--- config.mk ---
export PLATFORM = sky130hd
export DESIGN_NAME = ssieve_ram
export DESIGN_NICKNAME = d
export VERILOG_FILES = /design/src/rtl/core/ssieve_ram.sv
export SDC_FILE = /design/constraint.sdc
export NUM_CORES = 1
export LEC_CHECK = 0
export ABC_AREA = 1
export BUFFER_PORTS_ARGS = -buffer_cell sky130_fd_sc_hd__buf_2
export CORE_MARGIN = 4
export CORE_UTILIZATION = 44
export DETAILED_ROUTE_END_ITERATION = 10
export SYNTH_ARGS = -nofsm -noshare
export SYNTH_HDL_FRONTEND = slang
export SYNTH_SLANG_ARGS = --single-unit
--- constraint.sdc ---
create_clock -name clk -period 1.15 [get_ports clk]
set_input_delay 0.0575 -clock clk [delete_from_list [all_inputs] [get_ports clk]]
set_output_delay 0.0575 -clock clk [all_outputs]
set_load 0.05 [all_outputs]
--- src/rtl/core/ssieve_ram.sv ---
// ----------------------------------------------------------------------------
// Generic single-port RAM
// One access a cycle: a read, or a write that also reads the old word; read data is registered.
// ----------------------------------------------------------------------------
module ssieve_ram #(
  parameter int WIDTH = 1,
  parameter int DEPTH = 16
) (
  input  logic                     clk,
  input  logic                     we,
  input  logic [$clog2(DEPTH)-1:0] addr,
  input  logic [WIDTH-1:0]         wdata,
  output logic [WIDTH-1:0]         rdata
);

  logic [WIDTH-1:0] mem [DEPTH];

  always_ff @(posedge clk) begin
    if (we) begin
      mem[addr] <= wdata;
    end
    rdata <= mem[addr];
  end

endmodule

== Word-level counts from Yosys, hierarchy flattened ==
Memories as Yosys holds them, arrays and structs flattened. A register that Yosys moved wholly into a read port is not among the register bits.
Cells that the tools add are included.
Cells by class
  add/subtract/negate cells: 0
  multipliers: 0
  div/mod/pow operators: 0
  $lt $le $gt $ge: 0
  equal/unequal tests: 0
  shift operators: 0
  muxes and demuxes: 2
  bitwise logic cells: 0
  reduce and logical (&&, ||, !) cells: 0
Operators by type and width (count)
  1-bit two-way mux: 2
Storage, ports and cells
  bits in registers: 0
  latch bits: 0
  bits in writable memories: 16
  ROM bits: 0
  output and inout bits: 1
  memories kept: 1
Memory list
  mem: words 16, bits a word 1, read ports 1, clocked after Yosys merged registers in 1, write ports 1, RTL line 16  | logic [WIDTH-1:0] mem [DEPTH];

== Longest topological paths before layout ==
Gate-level depths: netlist of the first run.
  word-level depth: 2
  mapped depth: 9
  mapped depth without buffers: 9

== Worst setup path after synthesis of the first run ==
OpenSTA, ideal clock, no wires.
  path type: register -> register
  from: memory mem[15]
  to: register rdata, read port of mem
  arrival: 0.692 ns
  data required time: 1.039 ns
  path slack: 0.346 ns
  stages on the path, launching flop included: 9
  period minus slack after synthesis: 0.804 ns
  cell sequence: edfxtp_1 > nand2_1 > nand2_1 > nand2_1 > nand2_1 > nand2_1 > nand2_1 > inv_1 > nand2_1
RTL lines
  start, declared: RTL line 16
  end, declared: RTL line 13  | output logic [WIDTH-1:0] rdata

==> results.toml, run 1 <==
[status]
outcome = "finished, final reports clean"

[layout]
diodes = 0
layout-drive-gt1-share = 0.105
area_growth_pct = 10.1
layout_commonest_cell = "nand2_1"
layout.nets = 113
n_fill_cell = 184
layout_common_cells = "44 x nand2_1, 19 x nor2_1, 16 x edfxtp_1"

[routing]
wl_per_cell_um = 11.5
ant_nets = 0
drc = 0
viasPerCell = 4.95
first_pass_iters = 4
drtIter0Drc = 28
routed_wl_um = 1490
vias = 643

[power]
ir_worst_vdd_uv = 768
powerDensity_nw_per_um2 = 1270
p_leak_nw = 0.397
totalPowerFinal_mw = 1.12

[cts]
clockBufferDepth = 2
cts_num_sinks = 17
clock_latency_ps = 280
root_buffer = "clkbuf_4"
hold_buffers = 0
cts_tree = "built"
htreeDepth = 1
clk_pin_slew_worst_paths_ps = 90
numCtsBuffers = 3
cts-resized-gates = 0
cts_setup_buffers = 0

[synth]
ys_ff_latch = 17
synth_fp_nets = 102
ys_seq_area_frac = 0.621
syn_inst = 95
syn_area_sq_um = 806
syn_avg_cell_area_sq_um = 8.48
yosysWarnings = 0
synth_cell_types = 8

[die]
rows = 15
fp.coreArea_sq_um = 1730
die_w_um = 50.8
die_h_um = 50.8
start_util = 0.467
io_pins = 8
fp.dieArea_sq_um = 2580

[worst_hold_path]
hp-class = "input port to register"

[sta]
clock_skew_ps = 0.972
slew_headroom = 0.835
maxSlewViolCount = 0
max_freq_mhz = 1100
tightest_slew_ps = 247
holdWs_ps = 153
fin_crit_ps = 910
hold_viol_final = 0
min_period_over_period = 0.791
finalSetupViolations = 0
setup_tns_ps = 0
rsz0062_at_grt = "no"

[worst_setup_path]
slowest_delay_ps = 390
cpLargestDelayFamily = "flip-flops"
worstPathArrival_ps = 1100
cp-start-kind = "register"
crit_chain = "nand2_1 -> nand2_1 -> nand2_1 -> nand2_1 -> nand2_1 -> nand2_1 -> inv_1 -> nand2_1"
crit_required_ps = 1340
crit_buf_inv = 1
slowest_stage = "edfxtp_1"
cp-end-kind = "register"
crit_fanout = 1
crit_type = "register to register"
crit_top_cell = "nand2_1"

[global_route]
antenna_found_initial = 0
grt_max_degree = 17
grt_pass1_wl_um = 2590
grtUsageTotal = 0.138
grt-ovfl-total = 0
grt_pass1_vias = 594

[run]
drv_cap = 0

[place]
routabilityCongestion = 0.906
dpl.hpwl_um = 1120
io_buffers = 7
==> cells in the mapped netlist <==
cell type / n / area share
buf_6: 1 / 0.014
dfxtp_1: 1 / 0.025
edfxtp_1: 16 / 0.60
inv_1: 9 / 0.042
inv_2: 1 / 0.0047
nand2_1: 44 / 0.20
nand3_1: 4 / 0.025
nor2_1: 19 / 0.089
==> power by group <==
group	switching (mW)	leakage, nW	internal [mW]
clock	0.173	0.0150	0.135
combinational	0.0883	0.229	0.0324
sequential	0.00391	0.153	0.691
total	0.265	0.397	0.858
==> metrics by stage <==
step / cells / cell area [sq um] / setup slack (ps) / utilization
global route: 130 / 887 / 126 / 0.514
detailed placement: 126 / 861 / 132 / 0.499
CTS: 130 / 887 / 233 / 0.514
floorplan: 95 / 806 / 346 / -
finish: 130 / 887 / 240 / 0.514
global placement: 126 / 861 / 159 / 0.499
==> per-layer routing <==
layer  share of wire  vias to the layer above  GRT usage
li1                -                      317          -
met5               0                        -          0
met4          0.0094                        0     0.0673
met3           0.077                        2     0.0415
met2            0.46                       27      0.207
met1            0.45                      297      0.181
==> final cells by class <==
type,instances,area (sq um),area share
clock buffers,4,26.3,0.0296
inverters,10,37.5,0.0423
multi-input cells,67,256,0.289
flip-flops and latches,17,500,0.564
well taps,25,31.3,0.0353
repair buffers,7,35.0,0.0395
==> worst paths after layout <==
kind	start	to	slack, ps	cells after the start
worst max-delay path	mem[6]	rdata	240	8
worst max register to register	mem[6]	rdata	240	8
worst min register to register	mem[9]	rdata	730	8
worst min-delay path	wdata	mem[6]	150	1
==> logic make-up after synthesis <==
family,share of synthesized area
simple gates,0.318
buf+inv,0.0606
flops,0.621
==> registers in the layout, summed over array words and instances (netlist names) <==
| register | flops |
|---|---|
| mem | 16 |
| rdata | 1 |
Note: power is estimated with default switching activity, not from simulation.
==> run 2, diff against run 1 <==
==> constraint.sdc (replaced) <==
create_clock -name clk -period 0.9 [get_ports clk]
set_input_delay 0.045 -clock clk [delete_from_list [all_inputs] [get_ports clk]]
set_output_delay 0.045 -clock clk [all_outputs]
set_load 0.05 [all_outputs]
==> results.toml, run 2 (same netlist as run 1, synthesis figures left out) <==
[status]
outcome = "finished with violations"
violations = "setup timing"

[cts]
clockBufferDepth = 2
clock_latency_ps = 290
htreeDepth = 1
cts_tree = "built"
clk_pin_slew_worst_paths_ps = 100
cts_num_sinks = 17
root_buffer = "clkbuf_4"
numCtsBuffers = 3
hold_buffers = 0

[layout]
n_fill_cell = 177
final_cell_area_sq_um = 913
diodes = 0
layout.nets = 116
layout_commonest_cell = "nand2_1"
area_growth_pct = 13.4
layout-drive-gt1-share = 0.139
top_regs = "mem: 16 flops, rdata: 1 flops"
largest_reg_flops = 16
finish.utilization = 0.529
regMostFlops = "mem"
layout_common_cells = "44 x nand2_1, 19 x nor2_1, 16 x edfxtp_1"
final_cells = 133

[die]
die_w_um = 50.8
io_pins = 8
start_util = 0.467
fp.dieArea_sq_um = 2580
fp.coreArea_sq_um = 1730
rows = 15
die_h_um = 50.8

[power]
ir_worst_vdd_uv = 796
powerDensity_nw_per_um2 = 1590
p_leak_nw = 0.415
totalPowerFinal_mw = 1.46

[worst_setup_path]
rr_endpoint = "rdata"
rrSetupSlack_ps = -7
r2r_cells = 8
r2r_start = "mem[10]"
cp-start-kind = "register"
cp-end-kind = "register"
crit_fanout = 1
crit_buf_inv = 1
crit_chain = "nand2_1 -> nand2_1 -> nand2_1 -> nand2_1 -> nand2_1 -> nand2_1 -> inv_1 -> nand2_1"
crit_cells = 8
cpLargestDelayFamily = "flip-flops"
worstPathArrival_ps = 1100
crit_top_cell = "nand2_1"
crit_end = "rdata"
crit_start = "mem[10]"
slowest_stage = "edfxtp_1"
slowest_delay_ps = 390
crit_type = "register to register"
crit_required_ps = 1090

[sta]
setup_tns_ps = -7.11
finalSetupViolations = 1
tightest_slew_ps = 238
min_period_over_period = 1.01
clock_skew_ps = 4.16
fin_ws_ps = -7.11
holdWs_ps = 125
rsz0062_at_grt = "yes"
hold_viol_final = 0
max_freq_mhz = 1100
fin_crit_ps = 907
slew_headroom = 0.841
maxSlewViolCount = 0

[global_route]
antenna_found_initial = 0
grt_pass1_wl_um = 2590
grt_pass1_vias = 579
grtUsageTotal = 0.141
grt-ovfl-total = 0
grt_max_degree = 17

[routing]
wl_per_cell_um = 11.7
vias = 613
drc = 0
drtIter0Drc = 33
first_pass_iters = 4
ant_nets = 0
viasPerCell = 4.61
routed_wl_um = 1550

[place]
routabilityCongestion = 0.811
io_buffers = 7
place_inst = 129
dpl.hpwl_um = 1150
place_area_sq_um = 883
pre_cts_ws_ps = -59.2

[run]
drv_cap = 0

[worst_hold_path]
hp-class = "input port to register"
-- run 2: changes by cell type in the layout (fill, tap and decap cells not counted) --
cell and change:
clkbuf_1 -1, clkinv_2 +1, buf_2 -1, buf_4 +4
-- run 2: worst min path at each step --
stage	from	end	slack (ps)	cells past startpoint
final	wdata	mem[14]	120	1
after global routing	wdata	mem[14]	130	1
after CTS	wdata	mem[10]	120	1
after detailed placement	wdata	mem[10]	440	1
after global placement	wdata	mem[2]	430	1
after floorplan	wdata	mem[0]	140	0
-- run 2: per-layer routing --
layer / track usage / wire [um]
met1: 0.186 / 700
met2: 0.220 / 734
met3: 0.0178 / 85
met4: 0.0807 / 34
met5: 0 / 0
-- run 2: report_power, final --
| group | switching, mW | leakage [nW] | internal (mW) | total, mW |
|---|---|---|---|---|
| combinational | 0.113 | 0.244 | 0.0530 | 0.166 |
| sequential | 0.00514 | 0.153 | 0.883 | 0.889 |
| clock | 0.236 | 0.0177 | 0.165 | 0.401 |
| total | 0.354 | 0.415 | 1.10 | 1.46 |
-- run 2: layout make-up --
cell class / instances / area [sq um] / share of cell area
inverter: 10 / 37.5 / 0.0411
sequential: 17 / 500 / 0.548
clock inverter: 1 / 5.00 / 0.00548
timing repair buffer: 10 / 60.1 / 0.0658
tap: 25 / 31.3 / 0.0342
clock buffer: 3 / 22.5 / 0.0247
multi-input combinational: 67 / 256 / 0.281
-- run 2: repair_timing --
action / in CTS / in global routing
buffers inserted: 0 / 0
setup endpoints to repair: 2 / 1
resized for setup: 1 / 0
pin swaps: 3 / 4
