--- src/rtl/core/ssieve_div.sv ---
// ----------------------------------------------------------------------------
// Sieve divider
// Restoring divider, one quotient bit a cycle, for the first multiple search.
// ----------------------------------------------------------------------------
module ssieve_div #(
  parameter int W = 20
) (
  input  logic         clk,
  input  logic         rst_n,
  input  logic         start,
  input  logic [W-1:0] dividend,
  input  logic [W-1:0] divisor,
  output logic         done,
  output logic [W-1:0] quotient
);

  localparam int CW = $clog2(W + 1);

  logic [W-1:0]  rem_r, rem_nxt;
  logic [W-1:0]  quo_r, quo_nxt;
  logic [W-1:0]  dvs_r;
  logic [CW-1:0] cnt_r;
  logic          busy_r;
  logic [W:0]    trial;

  always_comb begin
    trial   = {rem_r, quo_r[W-1]};
    rem_nxt = trial[W-1:0];
    quo_nxt = {quo_r[W-2:0], 1'b0};
    if (trial >= {1'b0, dvs_r}) begin
      rem_nxt    = W'(trial - {1'b0, dvs_r});
      quo_nxt[0] = 1'b1;
    end
  end

  always_ff @(posedge clk) begin
    if (!rst_n) begin
      busy_r <= 1'b0;
      cnt_r  <= '0;
    end else if (start) begin
      busy_r <= 1'b1;
      cnt_r  <= CW'(W);
    end else if (busy_r) begin
      cnt_r <= cnt_r - 1'b1;
      if (cnt_r == CW'(1)) begin
        busy_r <= 1'b0;
      end
    end
  end

  always_ff @(posedge clk) begin
    if (start) begin
      rem_r <= '0;
      quo_r <= dividend;
      dvs_r <= divisor;
    end else if (busy_r) begin
      rem_r <= rem_nxt;
      quo_r <= quo_nxt;
    end
  end

  assign done     = busy_r && (cnt_r == CW'(1));
  assign quotient = quo_nxt;

endmodule

--- config.mk ---
export PLATFORM = sky130hd
export DESIGN_NAME = ssieve_div
export DESIGN_NICKNAME = d
export VERILOG_FILES = /design/src/rtl/core/ssieve_div.sv
export SDC_FILE = /design/constraint.sdc
export NUM_CORES = 1
export LEC_CHECK = 0
export BUFFER_PORTS_ARGS = -buffer_cell sky130_fd_sc_hd__buf_2
export CELL_PAD_IN_SITES_DETAIL_PLACEMENT = 0
export CELL_PAD_IN_SITES_GLOBAL_PLACEMENT = 1
export CORE_ASPECT_RATIO = 0.9
export CORE_MARGIN = 2
export CORE_UTILIZATION = 48
export CTS_BUF_LIST = sky130_fd_sc_hd__clkbuf_16
export DETAILED_ROUTE_END_ITERATION = 12
export PLACE_DENSITY_LB_ADDON = 0.12
export SYNTH_ARGS = -nofsm -noshare
export SYNTH_HDL_FRONTEND = slang
export SYNTH_SLANG_ARGS = --single-unit
--- constraint.sdc ---
create_clock -name clk -period 3.8 [get_ports clk]
set_clock_uncertainty 0.05 [all_clocks]
set_input_delay 0.38 -clock clk [delete_from_list [all_inputs] [get_ports clk]]
set_output_delay 0.38 -clock clk [all_outputs]
set_load 0.02 [all_outputs]
# After elaboration in Yosys (flattened, before gate mapping)
# Index checks and enable logic that the tools add are counted.
# totals
ff_bits	66
latch_bits	0
mem_bits_rw	0
rom_bits	0
input_bits	43
out_inout_bits	21
elab_cells	23
n_memories	0
# classes
add_sub_neg	2
n_mul	0
div_mod_pow	0
order_cmp	1
eq_ne	1
shifts	0
n_mux	9
n_bitwise	1
n_reduce_logical	3
# op_table
cell	count
$mux 20	3
$ge 21x20->1	1
$sub 20x20->20	1
$mux 5	2
$eq 5x1->1 const B	1
$sub 5x1->5 const B	1
$mux 1	4
$reduce_bool 2->1	1
$reduce_or 2->1	1
$logic_and 1x1->1	1
$not 1->1	1

# Depth between registers and ports, before layout
# Gate-level depths: netlist of the first run.
# depth
ltp_word	4
depth_mapped	12
ltp_nobuf	10

# Worst setup path before layout of the first run
# OpenSTA, ideal clock, no wires.
# synth_timing
kind	flip-flop to output port
startpoint	reg dvs_r[6]
endpoint	out quotient[0]
arrival_time_ps	1986
required_ps	3370
slack_ps	1384
path_stages_with_launch	10
n_path_buf	1
path_cell_list	edfxtp_1 -> inv_1 -> ha_1 -> a211oi_2 -> nor2_1 -> or4_4 -> o22ai_2 -> a21o_4 -> inv_4 -> buf_6
# synth_between
elab_chain_cells	2
# synth_lines
item	line	rtl
start, declared	21	logic [W-1:0] dvs_r;
start signal, assigned	55	dvs_r <= divisor;
$ge 21x20->1	30	if (trial >= {1'b0, dvs_r}) begin
$mux 1	30	
end, declared	14	output logic [W-1:0] quotient
# No other way between the ends.

# Final worst setup path of the first run
# layout_timing
startpoint	reg rem_r[5]
endpoint	out quotient[0]
# layout_between
elab_chain_cells	2
# layout_lines
item	line	rtl
start, declared	19	logic [W-1:0] rem_r, rem_nxt;
start signal, assigned	57	rem_r <= rem_nxt;
$ge 21x20->1	30	
$mux 1	30	
# No other way between the ends.

==> impl_results.md, run 1 <==
* WS Path Type: flip-flop to primary output
* I/O Pins at 64
* First-pass GRT wire length at 14800 µm
* Hold Crit Start: divisor[10]
* P_leak at 2.01 nW
* Clock Root Buffer: clkbuf_16
* Post-route minimum period at 3200 ps
* DP Wirelength at 6290 µm
* Worst Max-Slew Pin Slew at 1150 ps
* Max VDD drop at 0.200 mV
* Crit-path max FO at 23
* RSZ-0062 raised after global routing: no
* Largest net degree at the start of global routing at 40
* CP arrival at 2770 ps
* Rows at 32
* Final setup viols at 0
* Crit end category: primary output
* Max incr delay on CP at 490 ps
* Clk buf depth at 2
* Setup slack after layout at 596 ps
* Slew HR at 23.1%
* Post CTS Setup Buffer Count at 0
* CTS Hold Buffers Added at 0
* Final critical-path share of the clock period at 84.3%
* HP Class: input pin to flip-flop
* Die area at 9410 µm²
* Cts bufs inserted at 9
* CP Cell Sequence: ha_1, a211oi_2, nor2_1, or4_4, o22ai_2, a21o_4, inv_4, buf_2
* Outcome: finished, final reports clean
* Yosys top cell area share at 28.9%
* Top post-synthesis cells by area: edfxtp_1 (29%), dfxtp_1 (13%), ha_1 (6.6%)
* Final Max Slew Viols at 0
* Grt ovf at 0
* CTS tree: done
* Die X at 102 µm
* Number of synthesized flops with an enable pin at 40
* Final hold slack at 174 ps
* Sink Count at 66
* Most frequent cells after synthesis: edfxtp_1 (40), inv_1 (33), nand2_1 (31)
* CP top delay family: compound AO/OA/AOI/OAI gates
* DRT antenna net count at 0
* Post-Syn Area at 4150 µm²
* Syn Area/Cell at 10.1 µm²
* Final hold vios at 0
* Seq/Total Area, Yosys at 41.5%
* Final total power at 1.97 mW
* I/O Buffers at 63
* Max frequency at 0.312 GHz
* GPL Wtd Cong at 0.854
* Antenna cells at 0
* P&R area growth vs syn at 12.1%
* Mean routed wirelength per cell at 15.7 µm
* Worst Setup SP: rem_r[5]
* Worst skew pair latency at 330 ps
* Gr usage total at 20.2%
* Nets at 516
* Worst-path clk slew at 60 ps
* Slowest cell on crit path: or4_4
* Max-cap violations at 0
* Mapped Nets at 478
* CP Data Required Time at 3370 ps
* Antenna violations before repair at 0
* Vias per Instance at 5.44
* DRC violation count after routing at 0
* DIE HEIGHT at 92.2 µm
* Reg-to-reg slack, setup at 940 ps
* CORE AREA at 8490 µm²
* Share of synthesized registers carrying an async set or reset at 0%
* R2R cell count at 9
* Cell Pwr Density at 423 nW/µm²
* Total number of vias at 3121
* Worst hold path cell count at 1
* Leading area contributor after synthesis: edfxtp_1
* Cells after synthesis at 412
* Primary FF master, synth: edfxtp_1
* DR pass1 iterations at 4
* Worst Setup Start Kind: flip-flop
* Pre-CTS worst setup slack at 933 ps
* Share of layout cells above drive strength 1 at 27.3%
* Reg2reg end: rem_r[18]
* Vias in the first global route at 3006
* Hold endpoint: dvs_r[10]
* Initial Utilization at 48.9%
* Worst Path Buf+Inv at 2
* CTS resizes at 0
* Number of library cell types mapped by synthesis at 66
* Fin Setup TNS at 0 ps
* H-tree lvl count at 3
* Final WL at 9040 µm
* RR Startpoint: rem_r[5]
* Initial DRC count at 122
* Most instantiated library cell after synthesis: edfxtp_1
* Synth Register Bits at 66
* Yosys Warn Count at 0
## state kept, by name (all words and copies together) (netlist names)
name / flops
busy_r: 1
cnt_r: 5
dvs_r: 20
quo_r: 20
rem_r: 20
## per-layer routing
| layer | share of wire [%] | global-route usage [%] | up-vias |
|---|---|---|---|
| met1 | 49 | 28.8 | 1488 |
| met3 | 4.3 | 3.58 | 6 |
| met2 | 46 | 30.8 | 60 |
| met5 | 0 | 0 | - |
| met4 | 0.76 | 6.56 | 0 |
| li1 | - | - | 1567 |
## worst max-delay path by stage
stage / end / slack (ps) / cells past startpoint
after CTS: quotient[0] / 580 / 9
final: quotient[0] / 600 / 8
after global routing: quotient[0] / 430 / 9
after detailed placement: quotient[0] / 930 / 9
after floorplan: quotient[0] / 1380 / 9
after global placement: quotient[0] / 960 / 9
## power breakdown
part / internal (mW) / switching [mW] / total (mW)
Clock: 0.433 / 0.305 / 0.737
Combinational: 0.164 / 0.223 / 0.387
Sequential: 0.821 / 0.0263 / 0.848
## worst reg2reg max path, delay by kind of cell, from the launching register on
kind | cells | cell delay [ps]
AND/OR/NAND/NOR | 3 | 800
AO/OA/AOI/OAI | 4 | 990
flip-flops | 1 | 330
adder cells (fa/ha/maj) | 1 | 410
buffers and inverters | 1 | 170
## placed cells by master (no fill, tap or decap), drive strengths merged, types with 11 or more instances in the layout
| cell | instances |
|---|---|
| edfxtp | 40 |
| nor3 | 16 |
| ha | 22 |
| nor2 | 20 |
| nand2 | 31 |
| inv | 35 |
| dfxtp | 26 |
| nand3 | 14 |
| a21oi | 17 |
| buf | 67 |
| xnor2 | 11 |
| o21ai | 14 |
| mux2 | 20 |
## cell type report
class	count	area [µm²]
clock buffers	9	225
clock inverters	7	37.5
fillers	807	3830
inverters	34	130
multi-input cells	272	2050
flip-flops and latches	66	1720
well taps	119	149
repair buffers	67	345
## logic make-up (layout without fill, tap and decap cells)
group | after synthesis | count (layout) | synth area share [%]
XOR/XNOR | 15 | 15 | 3.16
adder cells (fa/ha/maj) | 23 | 23 | 7.11
AO/OA/AOI/OAI | 88 | 88 | 16.9
flip-flops | 66 | 66 | 41.5
multiplexers | 24 | 24 | 6.39
AND/OR/NAND/NOR | 122 | 122 | 15.8
buffers and inverters | 74 | 117 | 9.22
## metrics by stage
| stage | utilization (%) | instances | instance area (µm²) |
|---|---|---|---|
| floorplan | - | 412 | 4150 |
| global placement | 51.8 | 558 | 4390 |
| detailed placement | 51.8 | 558 | 4390 |
| CTS | 54.9 | 574 | 4660 |
| global route | 54.9 | 574 | 4660 |
| finish | 54.9 | 574 | 4660 |
No activity file was read; power rests on OpenSTA's default activity.
==> inputs of run 2 (changes only) <==
--- a/config.mk
+++ b/config.mk
@@ -10,7 +10,7 @@
 export CELL_PAD_IN_SITES_GLOBAL_PLACEMENT = 1
 export CORE_ASPECT_RATIO = 0.9
 export CORE_MARGIN = 2
-export CORE_UTILIZATION = 48
+export CORE_UTILIZATION = 45
 export CTS_BUF_LIST = sky130_fd_sc_hd__clkbuf_16
 export DETAILED_ROUTE_END_ITERATION = 12
 export PLACE_DENSITY_LB_ADDON = 0.12
==> constraint.sdc (replaced) <==
create_clock -name clk -period 3 [get_ports clk]
set_clock_uncertainty 0.05 [all_clocks]
set_input_delay 0.3 -clock clk [delete_from_list [all_inputs] [get_ports clk]]
set_output_delay 0.3 -clock clk [all_outputs]
set_load 0.02 [all_outputs]
==> run 2 against run 1 <==
Core utilization down 2.5 points. Setup slack worse by 460 ps. Flip-flop and latch count is the same. Non-clock buffer count rose by 6. Design area up 1.7%. Via count increased by 0.87%. Sequential power is 27% higher. Power rose by 30%. Largest power group unchanged.
==> impl_results.md, run 2 (synthesis gave the netlist of run 1 again) <==
* RSZ-0062 raised after global routing: no
* Cell Pwr Density at 541 nW/µm² (+28%)
* Setup slack after layout at 131 ps (-465 ps)
* I/O Pins at 64 (unchanged)
* Antenna cells at 0 (unchanged)
* CP Data Required Time at 2650 ps (-720 ps)
* Post-Layout Cell Count at 583 (+1.6%)
* CTS tree: done
* DP Wirelength at 6550 µm (+4.2%)
* Largest net degree at the start of global routing at 38 (-5.0%)
* Worst-path clk slew at 50 ps (about the same)
* DIE HEIGHT at 95.1 µm (+3.1%)
* CP top delay family: simple AND/OR/NAND/NOR gates
* WL met3 at 376 µm (-3.6%)
* Pre-CTS worst setup slack at 240 ps (-693 ps)
* Fin Setup TNS at 0 ps (unchanged)
* Grt ovf at 0 (unchanged)
* Most common cell after layout, fill and taps aside: buf_2
* Met2 WL at 4190 µm (+1.0%)
* Initial Utilization at 45.9% (-3.0 points)
* Gr usage total at 19.2% (-0.99 points)
* Share of layout cells above drive strength 1 at 28.2% (+0.95 points)
* Final Core Density at 52.4% (-2.5 points)
* Crit end category: primary output
* Final Max Slew Viols at 0 (unchanged)
* Worst Setup Start Kind: flip-flop
* Nets at 522 (+1.2%)
* Vias per Instance at 5.40 (-0.69%)
* Max VDD drop at 0.378 mV (+89%)
* CTS Hold Buffers Added at 0 (unchanged)
* Post-route cell area at 4730 µm² (+1.7%)
* Commonest non-fill, non-tap cells in the layout: buf_2 (63), edfxtp_1 (40), inv_1 (36)
* Crit-path max FO at 18 (-22%)
* Outcome: finished, final reports clean
* Slowest cell on crit path: or4_4
* CP arrival at 2520 ps (-250 ps)
* Worst skew pair latency at 330 ps (about the same)
* Die X at 105 µm (+3.2%)
* WS Path Type: flip-flop to primary output
* Clk buf depth at 2 (unchanged)
* Placed instance count at 566 (+1.4%)
* Top flop regs: dvs_r: 20 flops, quo_r: 20 flops, rem_r: 20 flops
* Die area at 10000 µm² (+6.4%)
* Wl on met1 at 4460 µm (+0.65%)
* GPL Wtd Cong at 0.817 (-4.3%)
* Mean routed wirelength per cell at 15.7 µm (-0.32%)
* Total number of vias at 3148 (+0.87%)
* CORE AREA at 9040 µm² (+6.5%)
* P&R area growth vs syn at 14.0%
* Max incr delay on CP at 490 ps (about the same)
* # fillers at 869 (+7.7%)
* Cts bufs inserted at 9 (unchanged)
* DRT antenna net count at 0 (unchanged)
* Post-route minimum period at 2870 ps
* First-pass GRT wire length at 14800 µm (-0.24%)
* DR pass1 iterations at 4 (unchanged)
* Sink Count at 66 (unchanged)
* Max-cap violations at 0 (unchanged)
* Rows at 33 (+3.1%)
* Top Layer Used: met4
* Final WL at 9150 µm (+1.2%)
* I/O Buffers at 63 (unchanged)
* Final total power at 2.56 mW (+30%)
* HP Class: input pin to flip-flop
* Worst Path Buf+Inv at 2 (unchanged)
* DRC violation count after routing at 0 (unchanged)
* Final hold vios at 0 (unchanged)
* Slew HR at 48.6% (+26 points)
* Worst Max-Slew Pin Slew at 770 ps (-379 ps)
* Antenna violations before repair at 0 (unchanged)
* H-tree lvl count at 3 (unchanged)
* Final critical-path share of the clock period at 95.6%
* Vias in the first global route at 3017 (+0.37%)
* Clock Root Buffer: clkbuf_16
* Placement Cell Area at 4440 µm² (+0.94%)
* Max frequency at 0.349 GHz
* Initial DRC count at 113 (-7.4%)
* CP Cell Sequence: ha_2, o21ai_1, nor2_1, or4_4, o22ai_2, a21o_4, inv_6, buf_2
* Final hold slack at 88.2 ps (-86.3 ps)
* Final setup viols at 0 (unchanged)
* P_leak at 2.05 nW (+2.2%)
## run 2: cell types whose count changed in the layout (fill, tap and decap cells not counted), moves of 2 or more
cell        change
clkinvlp_4      -2
ha_2            +2
buf_4           +6
clkinv_2        -2
ha_1            -2
inv_1           +2
## run 2: repair_timing
| item | 4_1_cts | 5_1_grt |
|---|---|---|
| endpoints found under the setup margin | 1 | 1 |
| cloned | 0 | 0 |
| buffers inserted | 1 | 0 |
| gates resized for setup | 0 | 4 |
| pin swaps | 1 | 0 |
## run 2: worst paths after layout
kind | from | to | slack [ps] | cells after the start
min reg2reg | rem_r[19] | rem_r[19] | 430 | 2
min | divisor[9] | dvs_r[9] | 90 | 1
max reg2reg | rem_r[6] | quo_r[0] | 230 | 9
max | rem_r[6] | quotient[0] | 130 | 8
## run 2: power breakdown
part / switching (mW) / internal, mW
logic: 0.283 / 0.213
clock network: 0.362 / 0.626
registers: 0.0351 / 1.04
## run 2: cell type report
class | count | area [µm²] | area share, %
Clock buffer | 9 | 225 | 4.76
Clock inverter | 7 | 53.8 | 1.14
Inverter | 34 | 133 | 2.80
Multi-Input combinational cell | 272 | 2060 | 43.5
Sequential cell | 66 | 1720 | 36.4
Tap cell | 122 | 153 | 3.22
Timing Repair Buffer | 73 | 390 | 8.25
## run 2: layer usage
| metal | vias up | GRT usage (%) |
|---|---|---|
| met5 | - | 0 |
| met4 | 0 | 7.00 |
| met3 | 10 | 4.65 |
| met2 | 59 | 30.9 |
| met1 | 1506 | 25.2 |
| li1 | 1573 | - |
